<file path="src/sv/bedp_ram.sv">
module bedp_ram #(
  parameter int WIDTH = 8,
  parameter int DEPTH = 64
) (
  input  logic                     clk_i,
  input  logic                     we_i,
  input  logic [$clog2(DEPTH)-1:0] waddr_i,
  input  logic [WIDTH-1:0]         wdata_i,
  input  logic                     re_i,
  input  logic [$clog2(DEPTH)-1:0] raddr_i,
  output logic [WIDTH-1:0]         rdata_o
);

  logic [WIDTH-1:0] mem [DEPTH];
  logic [WIDTH-1:0] rdata_q;

  always_ff @(posedge clk_i) begin
    if (we_i) begin
      mem[waddr_i] <= wdata_i;
    end
  end

  always_ff @(posedge clk_i) begin
    if (re_i) begin
      rdata_q <= mem[raddr_i];
    end
  end

  assign rdata_o = rdata_q;

endmodule

</file>
<file path="config.mk">
export PLATFORM = sky130hd
export DESIGN_NAME = bedp_ram
export DESIGN_NICKNAME = d
export VERILOG_FILES = /design/src/sv/bedp_ram.sv
export SDC_FILE = /design/constraint.sdc
export NUM_CORES = 1
export LEC_CHECK = 0
export BUFFER_PORTS_ARGS = -buffer_cell sky130_fd_sc_hd__buf_2
export CORE_ASPECT_RATIO = 1.25
export CORE_MARGIN = 2
export CORE_UTILIZATION = 30
export CTS_BUF_LIST = sky130_fd_sc_hd__clkbuf_8 sky130_fd_sc_hd__clkbuf_16
export CTS_CLUSTER_SIZE = 14
export DETAILED_ROUTE_END_ITERATION = 8
export GPL_TIMING_DRIVEN = 1
export PLACE_DENSITY = 0.45
export SYNTH_ARGS = -nofsm -noshare
export SYNTH_HDL_FRONTEND = slang
export SYNTH_SLANG_ARGS = --single-unit
</file>
<file path="constraint.sdc">
create_clock -name clk_i -period 2.2 [get_ports clk_i]
set_input_delay 0.33 -clock clk_i [delete_from_list [all_inputs] [get_ports clk_i]]
set_output_delay 0.33 -clock clk_i [all_outputs]
set_load 0.01 [all_outputs]
</file>
==> results of run 1 <==
## synthesized netlist by cell type (3+ instances only)
| cell | instances |
|---|---|
| a22oi_1 | 3 |
| buf_6 | 4 |
| a221oi_1 | 6 |
| o22ai_1 | 8 |
| o221ai_1 | 8 |
| nand3_1 | 13 |
| nand2b_1 | 7 |
| buf_4 | 13 |
| buf_1 | 4 |
| o2bb2ai_1 | 3 |
| a21oi_1 | 3 |
| mux2_2 | 13 |
| clkbuf_1 | 17 |
| nor2b_1 | 14 |
| nand2_1 | 19 |
| o2111ai_1 | 3 |
| mux2i_1 | 23 |
| nor2_1 | 83 |
| nand3b_1 | 3 |
| mux4_2 | 126 |
| a211oi_1 | 4 |
| buf_2 | 11 |
| nor3_1 | 7 |
| edfxtp_1 | 520 |
## through the flow
| stage | area (um^2) | setup slack, ns | total power (W) | setup TNS, ns |
|---|---|---|---|---|
| final | 24300 | 0.0641 | 0.0207 | 0 |
| after global routing | 24300 | 0.000216 | 0.0214 | 0 |
| after CTS | 24300 | 0.0259 | 0.0210 | 0 |
| after detailed placement | 22700 | -0.473 | 0.0125 | -2.56 |
| after global placement | 22700 | -0.541 | 0.0125 | -2.70 |
| after floorplan | 20200 | 0.0637 | 0.0118 | 0 |
## cell families after synthesis
kind of cell,after synthesis,synth area share (%)
DFF,520,77.1
and+or+nand+nor,153,3.37
AOI/OAI and AO/OA,54,2.06
muxes,162,15.9
buffers and inverters,51,1.56
## cell type report
class / count / area share, %
Multi-Input combinational cell: 369 / 17.8
Timing Repair Buffer: 188 / 6.85
Clock inverter: 38 / 1.27
Sequential cell: 520 / 64.3
Clock buffer: 52 / 5.36
Tap cell: 864 / 4.45
## cell usage in the layout, fill, tap and decap left out, types with 4 or more instances in the layout
| master | instances |
|---|---|
| inv_1 | 9 |
| buf_12 | 25 |
| o221ai_1 | 8 |
| buf_2 | 27 |
| nand2b_1 | 7 |
| edfxtp_1 | 520 |
| nor3_1 | 7 |
| a211oi_1 | 4 |
| a221oi_1 | 6 |
| nor2b_1 | 14 |
| clkinv_1 | 12 |
| clkinv_2 | 8 |
| buf_4 | 135 |
| nor2_1 | 83 |
| nand3_1 | 13 |
| clkbuf_16 | 52 |
| bufinv_16 | 5 |
| mux2i_1 | 23 |
| o22ai_1 | 8 |
| mux2_2 | 13 |
| nand2_1 | 19 |
| mux4_2 | 126 |
## critical path: stages, from the launching register on
cell and delay [ns]:
edfxtp_1 0.35, mux4_2 0.49, mux2_2 0.29, o221a_2 0.28
nor3_1 0.32, o32ai_1 0.14
## worst max path at each step
stage               slack (ns)  depth (start not counted)          to
global route            0.0002                          5  rdata_o[6]
CTS                       0.03                          5  rdata_o[5]
finish                    0.06                          5  rdata_o[6]
global placement         -0.54                          7  rdata_o[5]
floorplan                 0.06                          7  rdata_o[3]
detailed placement       -0.47                          7  rdata_o[5]
## registers in the layout, summed over array words and instances (netlist names)
signal / cells
mem: 512
rdata_o: 8
## power by group through the flow
stage | clock, W | sequential [W] | combinational (W)
global placement | 0 | 0.0112 | 0.00124
detailed placement | 0 | 0.0112 | 0.00125
CTS | 0.00873 | 0.0110 | 0.00125
finish | 0.00849 | 0.0110 | 0.00121
global route | 0.00905 | 0.0110 | 0.00130
floorplan | 0 | 0.0112 | 0.000585
## routing by layer
metal	share of wire [%]	track usage [%]	vias to the layer above
met5	0	0	-
met4	2.9	4.92	0
met3	3.8	2.33	82
met2	52	27.1	215
met1	42	19.2	5279
li1	-	-	4314
==> flow_summary.json, run 1 <==
{
  "status": "finished clean",
  "ant_nets": 0,
  "cts_setup_buffers": 0,
  "ctsResizeCount": 0,
  "cp.arrival_ns": 2.48,
  "holdPathStages": 1,
  "power.leakage_nw": 7.82,
  "grt_antenna_before_repair": 3,
  "avgRoutedWirePerCell_um": 25.8,
  "synthArstFlopShare_pct": 0,
  "final_nets": 1153,
  "path_clk_slew_ns": 0.06,
  "coreArea_um2": 66800,
  "grt_remaining_overflow": 0,
  "rr_worst_depth": 5,
  "num_antenna_cells": 0,
  "synth-main-ff-cell": "edfxtp_1",
  "grt_use_total_pct": 15.3,
  "first_pass_iters": 5,
  "ys_seq_area_share_pct": 77.1,
  "grt_pass1_wl_mm": 75.6,
  "syn_nets": 963,
  "hold_path.startpoint": "re_i",
  "startpoint_type": "register",
  "pwr-share-clk_pct": 41.0,
  "fp-row-count": 106,
  "cts_sinks": 520,
  "cap_violations": 0,
  "synthTopCellsByArea": "edfxtp_1 (77%), mux4_2 (14%), nor2_1 (1.5%)",
  "routabilityCongestion": 0.748,
  "cp-end-kind": "register",
  "ff_latch_area_um2": 15600,
  "crit_type": "reg2reg",
  "yosys_warnings": 0,
  "tritoncts": "built",
  "die_w_um": 236,
  "powerDensity_nw_per_um2": 853,
  "yosys.area.top_type": "edfxtp_1",
  "hold_path_class": "in2reg",
  "setup_viol": 0,
  "io_pins": 31,
  "finalCritPeriodShare_pct": 97.1,
  "die_area_um2": 69600,
  "syn-cell-area_um2": 20200,
  "seq_power_share_pct": 53.2,
  "p_int_w": 0.0163,
  "switchingPower_w": 0.00438,
  "htreeDepth": 2,
  "rsz0062_at_grt": "false",
  "required_ns": 2.55,
  "skew_ns": 0.0255,
  "hold_violations": 0,
  "drc": 0,
  "clockBufferDepth": 3,
  "regToRegSetupSlack_ns": 0.06,
  "vias": 9890,
  "p_sw_share_pct": 21.1,
  "final_util_pct": 36.3,
  "synth_top_area_share_pct": 77.1,
  "grt_max_degree": 65,
  "clk_latency_ns": 0.60,
  "dp_hpwl_mm": 34.5,
  "grt_pass1_vias": 10530,
  "cp_max_fo": 1,
  "slew_headroom_pct": 54.6,
  "synth_seq_cells": 520,
  "syn_area_per_cell_um2": 21.5,
  "pwr-share-comb_pct": 5.9,
  "initial_utilization_pct": 30.3,
  "final_layout_size_suffix_gt1_share_pct": 34.1,
  "yosysUniqueCellTypes": 39,
  "syn2layout_area_growth_pct": 20.0,
  "cts_root_buffer": "clkbuf_16",
  "routed_wl_mm": 52.3,
  "timing.rr.start": "mem[28][6]",
  "syn_inst": 940,
  "drt_iter0_drc": 768,
  "fin_cells": 2031,
  "multiInputGateArea_um2": 4320,
  "numPortBuffers": 30,
  "chipHeight_um": 294,
  "peakVddDrop_v": 0.000491,
  "fin_crit_ns": 2.14,
  "reg2reg_to": "rdata_o[6]",
  "cts_buffers": 51,
  "report.final.slew_viol_count": 0,
  "startpoint": "mem[28][6]",
  "synth_edf_count": 520,
  "worst_pin_slew_ns": 0.681,
  "fillers": 6241,
  "whs_ns": 0.139,
  "vias_per_cell": 4.87,
  "dp.cells": 1941,
  "holdBufCountCts": 0,
  "hold_end": "rdata_o[4]",
  "fmaxAchievable_ghz": 0.468
}
Note: power is estimated with default switching activity, not from simulation.
==> inputs of run 2 (changes only) <==
- PLACE_DENSITY: 0.45 -> 0.43
- clock period: 2.2 -> 2 ns (I/O delays scaled with it)
==> flow_summary.json, run 2 (synthesis gave the netlist of run 1 again) <==
{
  "fin_cells": 2050,
  "dp.cells": 1959,
  "critical-path-top-delay-family": "multiplexers",
  "powerDensity_nw_per_um2": 944,
  "crit_slowest_cell": "mux4_2",
  "pre_cts_ws_ns": -0.919,
  "status": "finished clean",
  "clk_latency_ns": 0.60,
  "rsz0062_at_grt": "true",
  "die_w_um": 236,
  "vias": 9847,
  "ant_nets": 0,
  "cts_root_buffer": "clkbuf_16",
  "worst_pin_slew_ns": 0.803,
  "fillers": 6221,
  "final_common_cell": "edfxtp_1",
  "grt_remaining_overflow": 0,
  "grt_antenna_before_repair": 2,
  "crit_type": "reg2reg",
  "skew_ns": 0.0139,
  "htreeDepth": 2,
  "path_cells": "mux4_2, mux4_2, o21ai_2, o41ai_1",
  "slew_headroom_pct": 46.5,
  "hold_path_class": "in2reg",
  "vias_per_cell": 4.80,
  "grt_use_total_pct": 15.4,
  "numPortBuffers": 30,
  "final_cell_mix": "edfxtp_1 (520), buf_4 (159), mux4_2 (126)",
  "cts_setup_buffers": 0,
  "hold_violations": 0,
  "drt_iter0_drc": 727,
  "syn2layout_area_growth_pct": 20.8,
  "clockBufferDepth": 3,
  "final_area_um2": 24500,
  "tritoncts": "built",
  "final_nets": 1169,
  "report.final.slew_viol_count": 0,
  "first_pass_iters": 4,
  "cp.arrival_ns": 2.32,
  "total_power_w": 0.0231,
  "power.leakage_nw": 7.91,
  "finalCritPeriodShare_pct": 99.7,
  "initial_utilization_pct": 30.3,
  "fmaxAchievable_ghz": 0.502,
  "place_area_um2": 22700,
  "startpoint_type": "register",
  "cp_max_fo": 1,
  "drc": 0,
  "chipHeight_um": 294,
  "largest_reg_flops": 512,
  "avgRoutedWirePerCell_um": 25.7,
  "grt_max_degree": 65,
  "routabilityCongestion": 0.728,
  "cts_sinks": 520,
  "required_ns": 2.32,
  "fin_crit_ns": 1.99,
  "worst_slack_ns": 0.00602,
  "cpPeakStageDelay_ns": 0.54,
  "holdPathStages": 1,
  "regMostFlops": "mem",
  "final_layout_size_suffix_gt1_share_pct": 36.2,
  "peakVddDrop_v": 0.000563,
  "io_pins": 31,
  "path_clk_slew_ns": 0.07,
  "crit_path_frequent_cell": "mux4_2",
  "rr_worst_depth": 4,
  "grt_pass1_wl_mm": 76.2,
  "final_util_pct": 36.6,
  "routed_wl_mm": 52.6,
  "setup_viol": 0,
  "cp.buffers_inverters": 0,
  "dp_hpwl_mm": 34.2,
  "die_area_um2": 69600,
  "coreArea_um2": 66800,
  "cap_violations": 0,
  "cp-end-kind": "register",
  "grt_pass1_vias": 10625,
  "cts_buffers": 51,
  "cp.depth": 4,
  "fp-row-count": 106
}
-- run 2: cell types whose count changed in the layout (fill, tap and decap cells not counted), moves of 3 or more --
cell    change
buf_12     -10
buf_4      +24
inv_1       -4
nor2_1      -3
-- run 2: layer usage --
metal | part of all wire (%) | track usage [%]
met4 | 2.7 | 4.74
met5 | 0.025 | 0
met1 | 41 | 19.1
met2 | 52 | 27.2
met3 | 4.3 | 2.73
-- run 2: what timing repair did --
action,4_1_cts,5_1_grt
gates resized for setup,16,9
hold buffers,0,0
setup endpoints to repair,7,6
pin swaps,3,4
-- run 2: area by class of cell --
class	count	area (um^2)	area share [%]
multi-input cells	369	4430	18.1
flip-flops and latches	520	15600	63.8
clock inverters	41	374	1.53
repair buffers	204	1680	6.88
diodes	1	2.50	0.0102
well taps	864	1080	4.42
clock buffers	51	1280	5.22
-- run 2: per-stage QoR --
stage / hold slack [ns] / setup TNS, ns
6_report: 0.0665 / 0
3_5_place_dp: 0.692 / -5.15
5_1_grt: 0.0467 / -0.0859
3_3_place_gp: 0.683 / -5.01
4_1_cts: 0.0330 / -0.0678
2_1_floorplan: 0.399 / 0
-- run 2: report_power, final --
group / leakage, nW / internal [W] / switching, W
Clock: 0.833 / 0.00553 / 0.00408
Sequential: 4.69 / 0.0121 / 0.0000302
Combinational: 2.39 / 0.000578 / 0.000789
Total: 7.91 / 0.0182 / 0.00490
-- run 2: final timing paths --
kind           endpoint  slack, ns  startpoint
min          mem[48][5]       0.07  wdata_i[5]
min reg2reg  rdata_o[6]       0.93  mem[31][6]
max reg2reg  rdata_o[3]      0.006  mem[32][3]
max          rdata_o[3]      0.006  mem[32][3]
-- run 2: worst register-to-register path: cells and delay by family, from the launching register on --
kind	cells	cell delay, ns
AO/OA/AOI/OAI	2	0.31
flip-flops	1	0.38
multiplexers	2	1.05
