**src/sv/bedp_pkg.sv**
```systemverilog
package bedp_pkg;

  localparam int ID_W    = 6;
  localparam int ID_SPAN = 2 ** ID_W;
  localparam int CAP_W   = 17;
  localparam int STAMP_W = 64;
  localparam int PAIR_W  = 16;

  localparam logic [CAP_W-1:0] CAP_RESET = 17'h10000;

  localparam logic [1:0] KIND_BEGIN = 2'd0;

  localparam logic [2:0] ST_BEGIN     = 3'd0;
  localparam logic [2:0] ST_PAIRED    = 3'd1;
  localparam logic [2:0] ST_UNMATCHED = 3'd2;
  localparam logic [2:0] ST_DROPPED   = 3'd3;
  localparam logic [2:0] ST_NEST_FULL = 3'd4;
  localparam logic [2:0] ST_CLEARED   = 3'd5;

  typedef enum logic [1:0] {
    S_IDLE,
    S_REC,
    S_STK,
    S_UPD
  } state_e;

  typedef struct packed {
    logic [PAIR_W-1:0]  pairs;
    logic [STAMP_W-1:0] total;
    logic [STAMP_W-1:0] least;
    logic [STAMP_W-1:0] most;
  } stat_t;

  // least and most mean nothing until the section has a pair
  function automatic stat_t shown_stats(input stat_t s);
    stat_t r;
    r = s;
    if (s.pairs == '0) begin
      r.least = '0;
      r.most  = '0;
    end
    return r;
  endfunction

endpackage

```
**src/sv/bedp_stat_upd.sv**
```systemverilog
module bedp_stat_upd
  import bedp_pkg::*;
(
  input  stat_t              cur_i,
  input  logic [STAMP_W-1:0] dur_i,
  output stat_t              nxt_o
);

  logic [STAMP_W:0] sum_wide;
  logic             first_pair;

  assign sum_wide   = {1'b0, cur_i.total} + {1'b0, dur_i};
  assign first_pair = (cur_i.pairs == '0);

  always_comb begin
    nxt_o = cur_i;
    nxt_o.total = sum_wide[STAMP_W] ? '1 : sum_wide[STAMP_W-1:0];
    if (cur_i.pairs != '1) begin
      nxt_o.pairs = cur_i.pairs + 1'b1;
    end
    if (first_pair || (dur_i < cur_i.least)) begin
      nxt_o.least = dur_i;
    end
    if (first_pair || (dur_i > cur_i.most)) begin
      nxt_o.most = dur_i;
    end
  end

endmodule

```
**config.mk**
```make
export PLATFORM = sky130hd
export DESIGN_NAME = bedp_stat_upd
export DESIGN_NICKNAME = d
export VERILOG_FILES = /design/src/sv/bedp_pkg.sv /design/src/sv/bedp_stat_upd.sv
export SDC_FILE = /design/constraint.sdc
export NUM_CORES = 1
export LEC_CHECK = 0
export BUFFER_PORTS_ARGS = -buffer_cell sky130_fd_sc_hd__buf_2
export CORE_AREA = 2 2 185 187
export DETAILED_ROUTE_END_ITERATION = 12
export DIE_AREA = 0 0 187 189
export PLACE_DENSITY = 0.61
export SLEW_MARGIN = 25
export SYNTH_ARGS = -nofsm -noshare
export SYNTH_HDL_FRONTEND = slang
export SYNTH_SLANG_ARGS = --single-unit
```
**constraint.sdc**
```tcl
create_clock -name vclk -period 3.3
set_clock_uncertainty 0.1 [all_clocks]
set_input_delay 0.33 -clock vclk [all_inputs]
set_output_delay 0.33 -clock vclk [all_outputs]
set_load 0.02 [all_outputs]
```
==> results of run 1 <==
## kinds of logic (layout without fill, tap and decap cells)
logic type	after synthesis	count (layout)	synth area share (%)
adder cells (fa/ha/maj)	194	194	26.1
other	0	4	0
AO/OA/AOI/OAI	368	368	25.6
multiplexers	130	130	15.7
AND/OR/NAND/NOR	344	344	17.9
buffers and inverters	186	915	8.70
XOR/XNOR	64	64	6.00
## final cells by class
cell class	instances	area [um2]
antenna	4	10.0
fill	3097	15900
inverter	147	562
multi-input combinational	1100	9870
tap	448	561
timing repair buffer	768	6380
## power groups by stage
stage                     registers (mW)  logic, mW  clock network [mW]
after floorplan                        0       1.87                   0
after global placement                 0       3.15                   0
after detailed placement               0       3.18                   0
after CTS                              0       4.17                   0
after global routing                   0       4.71         0.000000122
final                                  0       4.44         0.000000162
## cells in the final DEF (no fill, tap or decap), drive strengths merged, types with 25 or more instances in the layout
cell   count
nor2      56
a21o      84
a21oi    122
o21ai     60
nand2    126
xnor2     39
mux2     129
inv      147
nand4     51
xor2      25
nand3     27
buf      764
ha       193
## tightest hold or removal path, delay by kind of cell
family / cells / cell delay (ns)
buffers and inverters: 2 / 0.18
multiplexers: 1 / 0.14
## what timing repair did
item | CTS | global route
resized for setup | 521 | 186
pin swaps | 52 | 26
hold endpoints to repair | 0 | 0
buffers inserted | 33 | 17
endpoints found under the setup margin | 192 | 192
cloned | 16 | 4
## worst max-delay path by stage
| stage | startpoint | to | slack (ns) | depth (start not counted) |
|---|---|---|---|---|
| 5_1_grt | dur_i[13] | nxt_o[86] | -0.59 | 16 |
| 3_5_place_dp | cur_i[29] | nxt_o[28] | -0.70 | 14 |
| 2_1_floorplan | cur_i[128] | nxt_o[141] | 0.007 | 13 |
| 6_report | dur_i[13] | nxt_o[71] | -0.54 | 16 |
| 4_1_cts | cur_i[77] | nxt_o[70] | -0.49 | 17 |
| 3_3_place_gp | cur_i[77] | nxt_o[113] | -0.69 | 14 |
## layer usage
layer  up-vias  GRT usage [%]  share of wire [%]
li1       6168              -                  -
met1      6036           31.6                 43
met2       474           43.6                 48
met3        78           3.84                6.1
met4         8           4.64                2.7
met5         -              0              0.099
==> qor.yml, run 1 <==
violated_checks: "setup timing"
drtPass1Iterations: 6
rsz0062_at_grt: "true"
synth_area_leaders: "ha_1 26%, mux2_2 8.3%, mux2_1 7.2%"
placedInstanceArea_mm2: 0.0140
replace_congestion: 0.911
totalWireLength_um: 48300
run_status: "finished, violations left"
power.clock.fraction_pct: 0
cpMaxStageDelayCell: "a221o_1"
vias: 12800
mean_instance_size_in_the_synthesized_netlist_um2: 7.26
num-clock-buffers: 0
worstHoldPathType: "in2out"
setup_total_negative_slack_ns: -62.20
place_inst: 2408
p_seq_share_pct: 0
final.period_utilization_pct: 116
hold_path.startpoint: "cur_i[76]"
cap_violations: 0
pwr_density_cell_mw_per_mm2: 256
cts-hold-fix-buffers: 0
power_leakage_nw: 9.43
setup.worst_path.end_class: "primary output"
dp.final_hpwl_um: 36700
ioPinCount: 480
ys_types: 63
io_buffer_count: 480
start_util_pct: 28.1
synth_top_cell_by_area: "ha_1"
post-route-util_pct: 52.2
finalHoldViolCount: 0
category_of_cells_accounting_for_the_largest_share_of_critical_path_delay: "compound AO/OA/AOI/OAI gates"
grt_pass1_wl_um: 69800
synthMostInstantiatedCell: "ha_1"
non_filler_cells_in_the_finished_layout: 2467
grt_start_max_net_pins: 16
grt_antenna_before_repair: 8
timing.final.ws_setup_ns: -0.538
vias_per_cell: 5.17
final-max-slew-violation-count: 0
seq_cells: 0
min_delay_worst_endpoint: "nxt_o[76]"
coreArea_mm2: 0.0333
net-switching-power_mw: 2.23
fmax_mhz: 261
timing.critical_path.fanout_max: 7
comb_power_share_pct: 100.0
yosysTopAreaCellShare_pct: 25.9
cp_data_required_time_ns: 2.87
fin_hold_ws_ns: 0.876
postSynthCellCount: 1286
path_type_of_the_worst_setup_path: "in2out"
synth.yosys.seq_area_share_pct: 0
nets: 2483
vdd_ir_drop_max_uv: 144
timing.critical_path.slowest_cell_delay_ns: 0.37
postRouteAntennaNets: 0
crit_path_launch_type: "primary input"
globalRouteOverflowTotal: 0
die_width_um: 187
syn_to_final_growth_pct: 86.1
intPower_mw: 2.21
min_delay_path_depth: 3
global_routing_usage_summed_across_all_routing_layers_pct: 24.6
worstPathCellList: "buf_8 -> ha_4 -> a21o_1 -> a221o_1 -> a221oi_4 -> or4_1 -> o211ai_1 -> a21o_1 -> a211oi_2 -> o21a_4 -> buf_6 -> buf_12 -> buf_12 -> buf_16 -> mux2_4 -> buf_6"
detail_route.wl_per_cell_um: 19.6
final-seq-area_um2: 0
tightestPinTransition_ns: 0.645
finalCriticalPeriod_ns: 3.84
critPathBufInv: 6
core.rowCount: 67
final_setup_viols: 192
synth.top_cells.by_count: "193 x ha_1, 147 x inv_1, 126 x nand2_1, 121 x a21oi_1, 84 x a21o_1"
residual_drc_count: 0
design.die.area_mm2: 0.0353
switching_share_pct: 50.2
fp.dieH_um: 189
relSlewSlack_pct: 56.7
worst-endpoint-arrival_ns: 3.41
syn-num-nets: 1752
power.total_mw: 4.44
synth.cell_area_mm2: 0.00934
synth_warnings: 0
pre_cts_ws_ns: -0.695
drive_above_1_share_pct: 51.1
vias_in_the_first_global_route: 12600
layout.cell_area.non_filler_mm2: 0.0174
drt_iter0_markers: 605
Power figures use the tool's default switching activity.
==> run 2, diff against run 1 <==
--- a/config.mk
+++ b/config.mk
@@ -9,7 +9,8 @@
 export CORE_AREA = 2 2 185 187
 export DETAILED_ROUTE_END_ITERATION = 12
 export DIE_AREA = 0 0 187 189
-export PLACE_DENSITY = 0.61
+export MAX_ROUTING_LAYER = met4
+export PLACE_DENSITY = 0.6
 export SLEW_MARGIN = 25
 export SYNTH_ARGS = -nofsm -noshare
 export SYNTH_HDL_FRONTEND = slang
==> qor.yml, run 2 (same netlist as run 1, synthesis figures left out) <==
seq_cells: 0  # unchanged
path_type_of_the_worst_setup_path: "in2out"
globalRouteOverflowTotal: 0  # unchanged
ioPinCount: 480  # unchanged
dp.final_hpwl_um: 37300  # +1.6%
syn_to_final_growth_pct: 92.1
die_width_um: 187  # unchanged
coreArea_mm2: 0.0333  # unchanged
vdd_ir_drop_max_uv: 165  # +15%
worst_setup_path_endpoint: "nxt_o[83]"
final-seq-area_um2: 0  # unchanged
grt_pass1_wl_um: 72600  # +4.1%
cp_data_required_time_ns: 2.87  # about the same
fmax_mhz: 269  # +3.1%
pwr_density_cell_mw_per_mm2: 256  # +0.28%
timing.critical_path.fanout_max: 8  # +1
power.clock.fraction_pct: 0  # unchanged
worst-endpoint-arrival_ns: 3.29  # -0.12 ns
multi_input_area_mm2: 0.0102  # +2.9%
nets: 2516  # +1.3%
crit_path_launch_type: "primary input"
residual_drc_count: 0  # unchanged
fin_hold_ws_ns: 0.882  # +0.00643 ns
core.rowCount: 67  # unchanged
worstPathCellList: "buf_8 -> ha_4 -> a21o_1 -> a221o_1 -> a221oi_2 -> or4_1 -> o211ai_1 -> a21o_1 -> a211oi_2 -> buf_4 -> o21a_4 -> buf_12 -> buf_12 -> mux2_4 -> buf_6"
p_seq_share_pct: 0  # unchanged
post-route-util_pct: 53.9  # +1.7 points
drt_iter0_markers: 645  # +6.6%
cap_violations: 0  # unchanged
grt_antenna_before_repair: 5  # -3
design.die.area_mm2: 0.0353  # unchanged
io_buffer_count: 480  # unchanged
timing.critical_path.slowest_cell_delay_ns: 0.34  # -0.03 ns
vias: 12800  # +0.53%
timing.final.ws_setup_ns: -0.421  # +0.117 ns
final_cell_mix: "286 x buf_2, 259 x buf_4, 208 x buf_6, 174 x ha_1, 142 x inv_1"
finalCriticalPeriod_ns: 3.72  # -0.117 ns
comb_power_share_pct: 100.0  # about the same
switching_share_pct: 49.7  # -0.49 points
worstHoldPathType: "in2out"
finalHoldViolCount: 0  # unchanged
cts-hold-fix-buffers: 0  # unchanged
drive_above_1_share_pct: 54.0  # +2.8 points
relSlewSlack_pct: 58.6  # +1.9 points
power_leakage_nw: 9.67  # +2.5%
run_status: "finished, violations left"
final.period_utilization_pct: 113  # -3.5 points
num-clock-buffers: 0  # unchanged
final_setup_viols: 192  # unchanged
start_util_pct: 28.1  # unchanged
totalWireLength_um: 48900  # +1.3%
layout.filler_cells: 3051  # -1.5%
final_common_cell: "buf_2"
tightestPinTransition_ns: 0.617  # -0.0284 ns
net-switching-power_mw: 2.28  # +2.5%
final-max-slew-violation-count: 0  # unchanged
vias_in_the_first_global_route: 13000  # +3.6%
cpMaxStageDelayCell: "a221o_1"
vias_per_cell: 5.13  # -0.83%
global_routing_usage_summed_across_all_routing_layers_pct: 26.3  # +1.8 points
rsz0062_at_grt: "true"
replace_congestion: 0.945  # +3.7%
crit_path_launch: "dur_i[13]"
fp.dieH_um: 189  # unchanged
detail_route.wl_per_cell_um: 19.6  # about the same
intPower_mw: 2.31  # +4.5%
setup.worst_path.end_class: "primary output"
violated_checks: "setup timing"
grt_start_max_net_pins: 12  # -4
drtPass1Iterations: 5  # -1
postRouteAntennaNets: 0  # unchanged
-- run 2: cell count changes in the layout (fill, tap and decap cells not counted), moves of 5 or more --
cell     delta
a21oi_2     +8
mux2_4      +8
buf_2       -6
a21oi_1     -9
buf_6      +13
ha_1        -5
o21ai_0     -7
mux2_2      -8
buf_4      +25
-- run 2: routing by layer --
metal	part of all wire, %	track usage (%)
met5	0	-
met4	2.6	6.78
met2	49	45.2
met3	4.6	2.69
met1	44	33.0
-- run 2: timing repair --
| action | 4_1_cts | 5_1_grt |
|---|---|---|
| pin swaps | 56 | 56 |
| setup buffers | 44 | 18 |
| gates resized for setup | 623 | 174 |
| gates cloned | 14 | 1 |
| endpoints found under the setup margin | 192 | 192 |
-- run 2: worst min path at each step --
stage | to | start | slack (ns) | cells past startpoint
2_1_floorplan | nxt_o[197] | cur_i[197] | 0.69 | 1
4_1_cts | nxt_o[76] | cur_i[76] | 0.88 | 3
3_5_place_dp | nxt_o[195] | cur_i[195] | 0.90 | 3
5_1_grt | nxt_o[77] | cur_i[77] | 0.88 | 3
6_report | nxt_o[77] | cur_i[77] | 0.88 | 3
3_3_place_gp | nxt_o[203] | cur_i[203] | 0.90 | 3
-- run 2: critical path: cells and delay by family --
family,cells,cell delay (ns)
and+or+nand+nor,1,0.15
adders and majority gates,1,0.23
buffers and inverters,5,0.68
AOI/OAI and AO/OA,7,1.55
muxes,1,0.32
-- run 2: power groups by stage --
stage          clock network [mW]  logic (mW)  registers (mW)
6_report              0.000000203        4.60               0
5_1_grt               0.000000203        4.86               0
4_1_cts                         0        4.42               0
3_5_place_dp                    0        3.24               0
3_3_place_gp                    0        3.21               0
2_1_floorplan                   0        1.87               0
-- run 2: final cells by class --
cell class,count,area share [%]
diodes,5,0.0698
well taps,448,3.13
multi-input cells,1100,56.6
inverters,147,3.13
repair buffers,801,37.0
-- run 2: metrics by stage --
step	setup WS [ns]	cells	setup TNS (ns)	power (mW)	instance area, um2
2_1_floorplan	0.00688	1286	0	1.87	9480
3_3_place_gp	-0.713	2438	-108.78	3.21	14200
3_5_place_dp	-0.741	2438	-112.37	3.24	14200
4_1_cts	-0.483	2495	-65.42	4.42	17400
5_1_grt	-0.540	2501	-82.07	4.86	17900
6_report	-0.421	2501	-60.95	4.60	17900
==> run 3, diff against run 2 <==
--- a/config.mk
+++ b/config.mk
@@ -10,7 +10,7 @@
 export DETAILED_ROUTE_END_ITERATION = 12
 export DIE_AREA = 0 0 187 189
 export MAX_ROUTING_LAYER = met4
-export PLACE_DENSITY = 0.6
+export PLACE_DENSITY = 0.58
 export SLEW_MARGIN = 25
 export SYNTH_ARGS = -nofsm -noshare
 export SYNTH_HDL_FRONTEND = slang
==> constraint.sdc (replaced) <==
create_clock -name vclk -period 4.6
set_clock_uncertainty 0.1 [all_clocks]
set_input_delay 0.46 -clock vclk [all_inputs]
set_output_delay 0.46 -clock vclk [all_outputs]
set_load 0.02 [all_outputs]
==> qor.yml, run 3 (same netlist as run 1, synthesis figures left out) <==
setup.worst_path.end_class: "primary output"
worstHoldPathType: "in2out"
path_type_of_the_worst_setup_path: "in2out"
power.clock.fraction_pct: 0  # unchanged
final-max-slew-violation-count: 0  # unchanged
design.die.area_mm2: 0.0353  # unchanged
cap_violations: 0  # unchanged
placedInstanceArea_mm2: 0.0122  # -14%
power.total_mw: 2.02  # -56%
grt_antenna_before_repair: 10  # +5
syn_to_final_growth_pct: 31.4
met3WireLength_um: 2260  # +0.94%
vias_in_the_first_global_route: 11100  # -15%
place_inst: 2192  # -10%
setup_total_negative_slack_ns: 0  # +60.95 ns
detail_route.wl_per_cell_um: 18.6  # -4.9%
pwr_density_cell_mw_per_mm2: 165  # -36%
num-clock-buffers: 0  # unchanged
multi_input_area_mm2: 0.00854  # -16%
final-seq-area_um2: 0  # unchanged
drtPass1Iterations: 5  # unchanged
p_seq_share_pct: 0  # unchanged
grt_pass1_wl_um: 62400  # -14%
seq_cells: 0  # unchanged
postRouteAntennaNets: 0  # unchanged
met2RoutedLength_um: 19900  # -17%
fmax_mhz: 230
final_setup_viols: 0  # -100%
switching_share_pct: 61.1  # +11 points
io_buffer_count: 480  # unchanged
run_status: "finished clean"
net-switching-power_mw: 1.23  # -46%
vias: 11300  # -12%
crit_path_launch_type: "primary input"
dp.final_hpwl_um: 36300  # -2.8%
coreArea_mm2: 0.0333  # unchanged
layout.filler_cells: 3620  # +19%
die_width_um: 187  # unchanged
fp.dieH_um: 189  # unchanged
start_util_pct: 28.1  # unchanged
finalHoldViolCount: 0  # unchanged
final_cell_mix: "480 x buf_2, 193 x ha_1, 147 x inv_1, 126 x nand2_1, 121 x a21oi_1"
final_common_cell: "buf_2"
wl_met1_um: 17900  # -17%
globalRouteOverflowTotal: 0  # unchanged
totalWireLength_um: 40900  # -16%
residual_drc_count: 0  # unchanged
nets: 2212  # -12%
non_filler_cells_in_the_finished_layout: 2201  # -12%
vias_per_cell: 5.15  # +0.31%
drive_above_1_share_pct: 33.1  # -21 points
grt_start_max_net_pins: 35  # +23
tightestPinTransition_ns: 0.768  # +0.151 ns
top_signal_layer_used: "met4"
intPower_mw: 0.784  # -66%
post-route-util_pct: 36.9  # -17 points
core.rowCount: 67  # unchanged
finalCriticalPeriod_ns: 4.34
cp_data_required_time_ns: 4.04  # +1.17 ns
cts_setup_buffers: 0  # -100%
relSlewSlack_pct: 48.4  # -10 points
drt_iter0_markers: 573  # -11%
power_leakage_nw: 6.70  # -31%
final.period_utilization_pct: 94.4
rsz0062_at_grt: "false"
vdd_ir_drop_max_uv: 102  # -38%
layout.cell_area.non_filler_mm2: 0.0123  # -32%
comb_power_share_pct: 100.0  # about the same
global_routing_usage_summed_across_all_routing_layers_pct: 22.5  # -3.8 points
replace_congestion: 0.961  # +1.7%
ioPinCount: 480  # unchanged
worst-endpoint-arrival_ns: 3.78  # +0.49 ns
timing.critical_path.fanout_max: 28  # +20
## run 3: timing repair
action | in CTS | in global routing
hold buffers | 0 | 0
resized for setup | 0 | 1
endpoints found under the setup margin | 0 | 25
## run 3: layout make-up
cell class / instances / share of cell area [%]
tap: 448 / 4.57
multi-input combinational: 1100 / 69.6
antenna: 9 / 0.184
timing repair buffer: 497 / 21.2
inverter: 147 / 4.50
## run 3: worst paths after layout
check,from,to,slack (ns),cells past startpoint
worst min-delay path,cur_i[58],nxt_o[58],1.17,3
worst max-delay path,cur_i[128],nxt_o[145],0.26,14
## run 3: worst max-delay path, stage by stage
cell       delay, ns
buf_2           0.12
ha_1            0.25
fa_1            0.42
a21oi_1         0.23
o221ai_1        0.20
a31o_2          0.33
a2111oi_4       0.43
o2111ai_1       0.25
nand4_1         0.17
a21boi_2        0.18
nor2_4          0.18
buf_6           0.28
nand2_1         0.10
buf_2           0.17
## run 3: metal layers
metal	up-vias	GRT usage, %
met5	-	-
li1	5651	-
met1	5244	27.4
met2	399	40.2
met4	0	3.85
met3	34	2.71
## run 3: metrics by stage
step | setup WS, ns | hold WS, ns
after floorplan | 0.928 | 0.948
after global placement | 0.196 | 1.17
after detailed placement | 0.133 | 1.16
after CTS | 0.0993 | 1.16
after global routing | 0.0370 | 1.18
final | 0.257 | 1.17
## run 3: power groups by stage
stage	Clock (mW)	Combinational (mW)	Sequential, mW
CTS	0	2.03	0
floorplan	0	1.29	0
global route	0.000000262	2.20	0
finish	0.000000262	2.02	0
global placement	0	2.01	0
detailed placement	0	2.01	0
